--- config.mk ---
export PLATFORM = sky130hd
export DESIGN_NAME = intra_4x4_luma_predict_reconstruct
export DESIGN_NICKNAME = d
export VERILOG_FILES = /design/src/design/i4x4_pkg.sv /design/src/design/i4x4_lane.sv /design/src/design/i4x4_merge.sv /design/src/design/intra_4x4_luma_predict_reconstruct.sv
export SDC_FILE = /design/constraint.sdc
export NUM_CORES = 2
export LEC_CHECK = 0
export BUFFER_PORTS_ARGS = -buffer_cell sky130_fd_sc_hd__buf_2
export CAP_MARGIN = 10
export CORE_ASPECT_RATIO = 1.75
export CORE_UTILIZATION = 40
export CTS_CLUSTER_SIZE = 40
export DETAILED_ROUTE_END_ITERATION = 12
export PLACE_DENSITY = 0.67
export SKIP_LAST_GASP = 1
export SYNTH_ARGS = -nofsm -noshare
export SYNTH_HDL_FRONTEND = slang
export SYNTH_SLANG_ARGS = --single-unit
--- constraint.sdc ---
create_clock -name clk -period 44.7 [get_ports clk]
set_input_delay 4.47 -clock clk [delete_from_list [all_inputs] [get_ports clk]]
set_output_delay 4.47 -clock clk [all_outputs]
set_load 0.005 [all_outputs]
--- src/design/i4x4_pkg.sv ---
package i4x4_pkg;

  localparam int SampleW = 14;
  localparam int ResW    = 16;
  localparam int SumW    = 18;

  typedef enum logic [3:0] {
    MODE_V   = 4'd0,
    MODE_H   = 4'd1,
    MODE_DC  = 4'd2,
    MODE_DDL = 4'd3,
    MODE_DDR = 4'd4,
    MODE_VR  = 4'd5,
    MODE_HD  = 4'd6,
    MODE_VL  = 4'd7,
    MODE_HU  = 4'd8
  } mode_t;

  typedef struct packed {
    logic [63:0] residual_row3;
    logic [63:0] residual_row2;
    logic [63:0] residual_row1;
    logic [63:0] residual_row0;
    logic [3:0]  neighbour_avail;
    logic [13:0] corner_sample;
    logic [55:0] left_column;
    logic [55:0] top_right_row;
    logic [55:0] top_row;
    logic [3:0]  mode;
  } in_item_t;

  typedef struct packed {
    logic        mode_error;
    logic [55:0] recon_row3;
    logic [55:0] recon_row2;
    logic [55:0] recon_row1;
    logic [55:0] recon_row0;
  } out_item_t;

  // edge samples: e[0..3] left y=3..0, e[4] corner, e[5..12] top x=0..7
  typedef logic [SampleW-1:0] edge_arr_t [13];

  typedef struct packed {
    logic [3:0]        mode;
    logic [SampleW-1:0] dc;
  } lane_ctl_t;

  function automatic logic [SampleW-1:0] tap3(input logic [SampleW-1:0] a,
                                              input logic [SampleW-1:0] b,
                                              input logic [SampleW-1:0] c);
    logic [SampleW+1:0] s;
    s = {2'b00, a} + {1'b0, b, 1'b0} + {2'b00, c} + (SampleW+2)'(2);
    return s[SampleW+1:2];
  endfunction

  function automatic logic [SampleW-1:0] tap2(input logic [SampleW-1:0] a,
                                              input logic [SampleW-1:0] b);
    logic [SampleW:0] s;
    s = {1'b0, a} + {1'b0, b} + (SampleW+1)'(1);
    return s[SampleW:1];
  endfunction

endpackage

--- src/design/i4x4_lane.sv ---
module i4x4_lane
  import i4x4_pkg::*;
#(
  parameter int X = 0,
  parameter int Y = 0
) (
  input  edge_arr_t            e,
  input  lane_ctl_t            ctl,
  input  logic [ResW-1:0]      res,
  input  logic [SampleW-1:0]   maxv,
  output logic [SampleW-1:0]   recon
);

  localparam int Zv = 2*X - Y;
  localparam int Zh = 2*Y - X;
  localparam int Zu = X + 2*Y;

  // p[x,-1] -> e[5+x] (x=-1 is corner e[4]); p[-1,y] -> e[3-y]
  function automatic logic [SampleW-1:0] pt(input edge_arr_t a, input int x);
    return a[5+x];
  endfunction
  function automatic logic [SampleW-1:0] pl(input edge_arr_t a, input int y);
    return a[3-y];
  endfunction

  logic [SampleW-1:0] pred;
  logic signed [SumW-1:0] v;

  always_comb begin
    case (ctl.mode)
      MODE_V:  pred = pt(e, X);
      MODE_H:  pred = pl(e, Y);
      MODE_DC: pred = ctl.dc;
      MODE_DDL: begin
        if (X == 3 && Y == 3) pred = tap3(pt(e, 6), pt(e, 7), pt(e, 7));
        else pred = tap3(pt(e, X+Y), pt(e, X+Y+1), pt(e, X+Y+2));
      end
      MODE_DDR: begin
        if (X > Y) pred = tap3(pt(e, X-Y-2), pt(e, X-Y-1), pt(e, X-Y));
        else if (X < Y) pred = tap3(pl(e, Y-X-2), pl(e, Y-X-1), pl(e, Y-X));
        else pred = tap3(pt(e, 0), pt(e, -1), pl(e, 0));
      end
      MODE_VR: begin
        if (Zv >= 0 && Zv % 2 == 0) pred = tap2(pt(e, X-Y/2-1), pt(e, X-Y/2));
        else if (Zv > 0) pred = tap3(pt(e, X-Y/2-2), pt(e, X-Y/2-1), pt(e, X-Y/2));
        else if (Zv == -1) pred = tap3(pl(e, 0), pl(e, -1), pt(e, 0));
        else pred = tap3(pl(e, Y-1), pl(e, Y-2), pl(e, Y-3));
      end
      MODE_HD: begin
        if (Zh >= 0 && Zh % 2 == 0) pred = tap2(pl(e, Y-X/2-1), pl(e, Y-X/2));
        else if (Zh > 0) pred = tap3(pl(e, Y-X/2-2), pl(e, Y-X/2-1), pl(e, Y-X/2));
        else if (Zh == -1) pred = tap3(pl(e, 0), pl(e, -1), pt(e, 0));
        else pred = tap3(pt(e, X-1), pt(e, X-2), pt(e, X-3));
      end
      MODE_VL: begin
        if (Y % 2 == 0) pred = tap2(pt(e, X+Y/2), pt(e, X+Y/2+1));
        else pred = tap3(pt(e, X+Y/2), pt(e, X+Y/2+1), pt(e, X+Y/2+2));
      end
      MODE_HU: begin
        if (Zu == 0 || Zu == 2 || Zu == 4)
          pred = tap2(pl(e, Y+X/2), pl(e, Y+X/2+1));
        else if (Zu == 1 || Zu == 3)
          pred = tap3(pl(e, Y+X/2), pl(e, Y+X/2+1), pl(e, Y+X/2+2));
        else if (Zu == 5) pred = tap3(pl(e, 2), pl(e, 3), pl(e, 3));
        else pred = pl(e, 3);
      end
      default: pred = '0;
    endcase
  end

  always_comb begin
    v = $signed({{(SumW-SampleW){1'b0}}, pred}) + SumW'($signed(res));
    if (v < 0) recon = '0;
    else if (v > $signed({{(SumW-SampleW){1'b0}}, maxv})) recon = maxv;
    else recon = v[SampleW-1:0];
  end

endmodule

--- src/design/i4x4_merge.sv ---
module i4x4_merge
  import i4x4_pkg::*;
(
  input  logic [SampleW-1:0] recon [16],
  input  logic               err,
  output out_item_t          item
);

  logic [55:0] rows [4];

  always_comb begin
    for (int r = 0; r < 4; r++) begin
      for (int c = 0; c < 4; c++) begin
        rows[r][c*SampleW +: SampleW] = err ? '0 : recon[r*4+c];
      end
    end
    item.recon_row0 = rows[0];
    item.recon_row1 = rows[1];
    item.recon_row2 = rows[2];
    item.recon_row3 = rows[3];
    item.mode_error = err;
  end

endmodule

--- src/design/intra_4x4_luma_predict_reconstruct.sv ---
// H.264 intra 4x4 luma prediction and reconstruction. One 4x4 block per item,
// one item per cycle unless in_stall is high: the first register stage forms
// edge samples, DC and error, sixteen lanes then predict, add residual and clip,
// and the result lands in an output register with a skid stage so input is taken
// while a result waits. The user writes bit depth via cfg_wr_en while idle; the
// block does not enforce it. Values outside 8..14 are clamped. A failing mode or
// missing neighbour zeroes the block and sets mode_error.
module intra_4x4_luma_predict_reconstruct
  import i4x4_pkg::*;
(
  input  logic      clk,
  input  logic      rst_n,
  input  logic      in_valid,
  output logic      in_stall,
  input  in_item_t  in_item,
  output logic      out_valid,
  input  logic      out_stall,
  output out_item_t out_item,
  input  logic      cfg_wr_en,
  input  logic [3:0] cfg_wr_data
);

  logic [3:0] bd_r;
  always_ff @(posedge clk) begin
    if (!rst_n) bd_r <= 4'd8;
    else if (cfg_wr_en) bd_r <= cfg_wr_data;
  end

  logic [3:0] bd;
  assign bd = (bd_r < 4'd8) ? 4'd8 : (bd_r > 4'd14) ? 4'd14 : bd_r;

  // stage 1
  logic       s1_v_r;
  edge_arr_t  e_r;
  lane_ctl_t  ctl_r;
  logic       err_r;
  logic [63:0] res_r [4];
  logic [SampleW-1:0] maxv_r;

  // output + skid
  logic      o_v_r, sk_v_r;
  out_item_t o_r, sk_r;

  logic adv;
  assign adv = !sk_v_r;
  assign in_stall = sk_v_r;

  edge_arr_t e_nxt;
  lane_ctl_t ctl_nxt;
  logic      err_nxt;
  logic      ht, hl, htr, hc;
  logic [SampleW+2:0] s_t, s_l;
  logic [SampleW+3:0] s_a;

  always_comb begin
    ht  = in_item.neighbour_avail[0];
    hl  = in_item.neighbour_avail[1];
    htr = in_item.neighbour_avail[2];
    hc  = in_item.neighbour_avail[3];
    for (int i = 0; i < 4; i++) begin
      e_nxt[3-i] = in_item.left_column[i*SampleW +: SampleW];
      e_nxt[5+i] = in_item.top_row[i*SampleW +: SampleW];
      e_nxt[9+i] = htr ? in_item.top_right_row[i*SampleW +: SampleW]
                       : in_item.top_row[3*SampleW +: SampleW];
    end
    e_nxt[4] = in_item.corner_sample;
    s_t = '0;
    s_l = '0;
    for (int i = 0; i < 4; i++) begin
      s_t = s_t + (SampleW+3)'(in_item.top_row[i*SampleW +: SampleW]);
      s_l = s_l + (SampleW+3)'(in_item.left_column[i*SampleW +: SampleW]);
    end
    s_a = (SampleW+4)'(s_t) + (SampleW+4)'(s_l) + (SampleW+4)'(4);
    ctl_nxt.mode = in_item.mode;
    if (ht && hl) ctl_nxt.dc = s_a[SampleW+2:3];
    else if (ht) ctl_nxt.dc = SampleW'((s_t + (SampleW+3)'(2)) >> 2);
    else if (hl) ctl_nxt.dc = SampleW'((s_l + (SampleW+3)'(2)) >> 2);
    else ctl_nxt.dc = SampleW'(1) << (bd - 4'd1);
    case (in_item.mode)
      MODE_V, MODE_DDL, MODE_VL:  err_nxt = !ht;
      MODE_H, MODE_HU:            err_nxt = !hl;
      MODE_DC:                    err_nxt = 1'b0;
      MODE_DDR, MODE_VR, MODE_HD: err_nxt = !(ht && hl && hc);
      default:                    err_nxt = 1'b1;
    endcase
  end

  always_ff @(posedge clk) begin
    if (!rst_n) s1_v_r <= 1'b0;
    else if (adv) s1_v_r <= in_valid;
    if (adv && in_valid) begin
      e_r    <= e_nxt;
      ctl_r  <= ctl_nxt;
      err_r  <= err_nxt;
      res_r[0] <= in_item.residual_row0;
      res_r[1] <= in_item.residual_row1;
      res_r[2] <= in_item.residual_row2;
      res_r[3] <= in_item.residual_row3;
      maxv_r <= SampleW'((15'd1 << bd) - 15'd1);
    end
  end

  logic [SampleW-1:0] recon [16];

  for (genvar gy = 0; gy < 4; gy++) begin : g_row
    for (genvar gx = 0; gx < 4; gx++) begin : g_col
      i4x4_lane #(.X(gx), .Y(gy)) u_lane (
        .e    (e_r),
        .ctl  (ctl_r),
        .res  (res_r[gy][gx*ResW +: ResW]),
        .maxv (maxv_r),
        .recon(recon[gy*4+gx])
      );
    end
  end

  out_item_t merged;
  i4x4_merge u_merge (.recon(recon), .err(err_r), .item(merged));

  // output register with skid
  logic o_busy;
  assign o_busy = o_v_r && out_stall;

  always_ff @(posedge clk) begin
    if (!rst_n) begin
      o_v_r  <= 1'b0;
      sk_v_r <= 1'b0;
    end else begin
      if (!o_busy) begin
        if (sk_v_r) begin
          o_v_r  <= 1'b1;
          sk_v_r <= 1'b0;
        end else begin
          o_v_r <= s1_v_r;
        end
      end else if (s1_v_r && !sk_v_r) begin
        sk_v_r <= 1'b1;
      end
    end
    if (!o_busy) begin
      if (sk_v_r) o_r <= sk_r;
      else if (s1_v_r) o_r <= merged;
    end else if (s1_v_r && !sk_v_r) begin
      sk_r <= merged;
    end
  end

  assign out_valid = o_v_r;
  assign out_item  = o_r;

endmodule

==> run metrics <==
CP max FO 11; antenna viol nets, final 0; Synth-to-Final Area Change 12.7%; nets@finish 10360; clk sinks 928; minimum clock period 10.89 ns; fin crit share 24.4%; vias per inst 6.22; post-route clock skew 0.0493 ns; H-tree Lvls 3; Rows 214; Slew headroom 10.8%; Starting DRT DRC Count 7391; FF+latch area 0.0278 mm2; Fin Setup TNS 0 ns; I/O Buffers 681; hold_buf cts 0; number of setup buffers added after CTS 0; Pleak 0.0381 uW; Root Driver clkbuf_16; FILL cells 18500; Cell Pwr Density 47.3 mW/mm2; Hold Crit Class flop to flop; DRC Markers 0; Synth cell types 101; FMAX 91.8 MHz; async set-reset flop share out of synthesis 0%; vias after detailed routing 71507; Total Wirelength 391000 um; Design Power 4160 uW; starting density of the core 40.2%; initial antenna violation count 32; Final Hold Viols 0; Worst VDD drop 0.0388 mV; Syn Inst Count 8173; Num CTS Buffers 91; Critical Path Source Type flop; Top-Level Pins 682; Avg Cell Area, Syn 9.56 um2; largest net degree at the start of global routing 164; critical path endpoint category flop; die height 587 um; outcome completed; slew at the pin closest to its max-slew limit 1.34 ns; Finished Layout Cells 11502; core area 0.194 mm2; global route overflow 0; multi-input logic area 0.0477 mm2; crit path DAT 11.35 ns; 1st-pass router iterations 6; first-pass GRT wire length 530000 um; DR WL/cell 34.0 um; GPL Wtd Cong 1.11; Die ar. 0.197 mm2; clk_lat worst skew 0.76 ns; number of synthesis warnings 0; number of max-cap violations 0; sequential area share after synthesis 35.6%; flop and latch count out of synthesis 928; WHS 0.524 ns; commonest register cell after synthesis edfxtp_1; vias in the first global route 70497; Pins Over Slew Limit 0; Worst-path clk slew 0.07 ns; critical path class flop to flop; share of cells above drive strength 1 11.8%; final setup fails 0; worst path required time 45.16 ns; CTS max path bufs 3; global-route usage over all layers 38.8%; post-cts repair resize count 0; Detailed Place HPWL 322000 um; RSZ-0062 raised after global routing false; placed cell count 11313; Mapped Area 0.0781 mm2; Die Wd 336 um; Post-synth EDFFs 921; TritonCTS clock tree built
## sequential cells by signal, indices dropped and copies added, names as in the netlist
signal     count
maxv_r        14
ctl_r         18
out_valid      1
in_stall       1
e_r          182
out_item     225
s1_v_r         1
err_r          1
bd_r           4
res_r        256
sk_r         225
## critical path, stage by stage (launching register included)
cell	delay (ns)
edfxtp_1	0.66
fa_1	0.52
ha_1	0.36
o21ai_0	0.31
o21ai_0	0.28
a32oi_1	1.14
a21oi_1	0.25
xnor2_1	0.66
nand2b_1	0.27
nand3_1	0.10
a221oi_1	0.21
nand4_1	0.99
ha_1	0.77
and3_1	0.21
a211o_1	0.31
a21oi_1	0.31
xnor2_1	0.18
ha_1	0.35
nand4_1	0.11
nor2_1	0.16
a21boi_0	0.20
nor4_1	0.06
a211o_1	0.34
o41ai_1	0.11
nand2_1	0.12
a221oi_2	1.06
mux2i_1	0.39
o31ai_1	0.09
## through the flow
step | setup WS (ns) | utilization, % | instance area [um2]
global route | 33.67 | 45.3 | 88000
CTS | 34.36 | 45.3 | 87900
detailed placement | 33.60 | 43.7 | 84800
finish | 33.81 | 45.3 | 88000
global placement | 33.63 | 43.7 | 84800
floorplan | 18.64 | - | 78100
## layer usage
metal | global-route usage [%] | part of all wire (%)
met5 | 0 | 0.025
met4 | 40.0 | 12
met3 | 7.95 | 8.4
met2 | 61.7 | 45
met1 | 41.6 | 34
## final cells by class
class	count	area share (%)
Antenna cell	16	0.0455
Clock buffer	102	2.66
Clock inverter	67	0.884
Inverter	468	2.00
Multi-Input combinational cell	6536	54.2
Sequential cell	928	31.6
Tap cell	2592	3.68
Timing Repair Buffer	793	4.92
## cell usage after synthesis (12+ instances only)
master       n  share of area [%]
buf_1       16              0.077
o21ai_1     38               0.24
o211ai_1    75               0.72
buf_2       13              0.083
o31a_1      18               0.20
fa_1       238                6.1
or2_2       37               0.30
and3_1      56               0.45
a22oi_1     21               0.20
nand4_1    182                1.5
o22ai_1     15               0.12
xor2_1     179                2.0
mux2i_1    247                3.2
o21bai_1    47               0.45
ha_1       849                 14
a31oi_1     45               0.36
o221ai_1    12               0.13
or3_1       43               0.34
a211o_1     21               0.24
o31ai_1    116                1.1
xnor2_1    296                3.3
edfxtp_1   921                 35
a31o_2      14               0.16
o21ai_0    364                2.3
nor2_1     784                3.8
clkbuf_1   212                1.0
o2111ai_1   30               0.34
nor3_1     163                1.0
nand3_1    214                1.4
o21a_1     120                1.2
a211oi_1    90               0.86
nor3b_1     15               0.14
nor4_1      46               0.37
a21oi_1    473                3.0
or4_1       22               0.21
nand2_1    956                4.6
a2111oi_0   35               0.39
o41ai_1     14               0.16
inv_1      467                2.2
nand2b_1    95               0.76
and2_1      60               0.48
nor2b_1    104               0.83
a21o_1     166                1.6
a21boi_0    17               0.16
a221oi_1    30               0.34
## final timing paths
path / slack, ns / endpoint / depth (start not counted) / startpoint
setup reg to reg: 33.81 / out_item[12] / 27 / e_r[128]
setup / recovery: 33.81 / out_item[12] / 27 / e_r[128]
hold / removal: 0.52 / out_item[39] / 2 / sk_r[39]
hold reg to reg: 0.52 / out_item[39] / 2 / sk_r[39]
## placed cells by master, fill, tap and decap left out, types with 29 or more instances in the layout
master     count
o31ai_1      116
a21oi_1      472
ha_1         849
o211ai_1      75
a2111oi_0     33
clkbuf_16     91
and2_1        60
or3_1         43
o21ai_0      364
xnor2_1      296
nor2b_1      103
mux2i_1      247
nand2b_1      94
buf_2        681
o21a_1       120
o21bai_1      47
nand4_1      182
nor2_1       781
fa_1         238
o2111ai_1     29
o21ai_1       38
and3_1        56
a211oi_1      90
inv_1        466
a31oi_1       45
nor4_1        45
a21o_1       166
nand3_1      213
nand2_1      956
xor2_1       179
nor3_1       159
buf_4        104
a221oi_1      29
or2_2         35
edfxtp_1     921
## power breakdown
group | internal [uW] | switching [uW]
registers | 1020 | 61.5
clock network | 449 | 380
logic | 785 | 1460
total | 2260 | 1900
## kinds of logic (layout without fill, tap and decap cells)
logic type	after synthesis	after routing	share of synthesized area, %
DFF	928	928	35.6
buffers and inverters	714	1430	3.49
AOI/OAI and AO/OA	1876	1876	15.8
adders and majority gates	1087	1087	19.7
muxes	255	255	3.31
other	1	22	0.00480
xor gates and xnor gates	475	475	5.33
and+or+nand+nor	2837	2837	16.8
No activity file was read; power rests on OpenSTA's default activity.
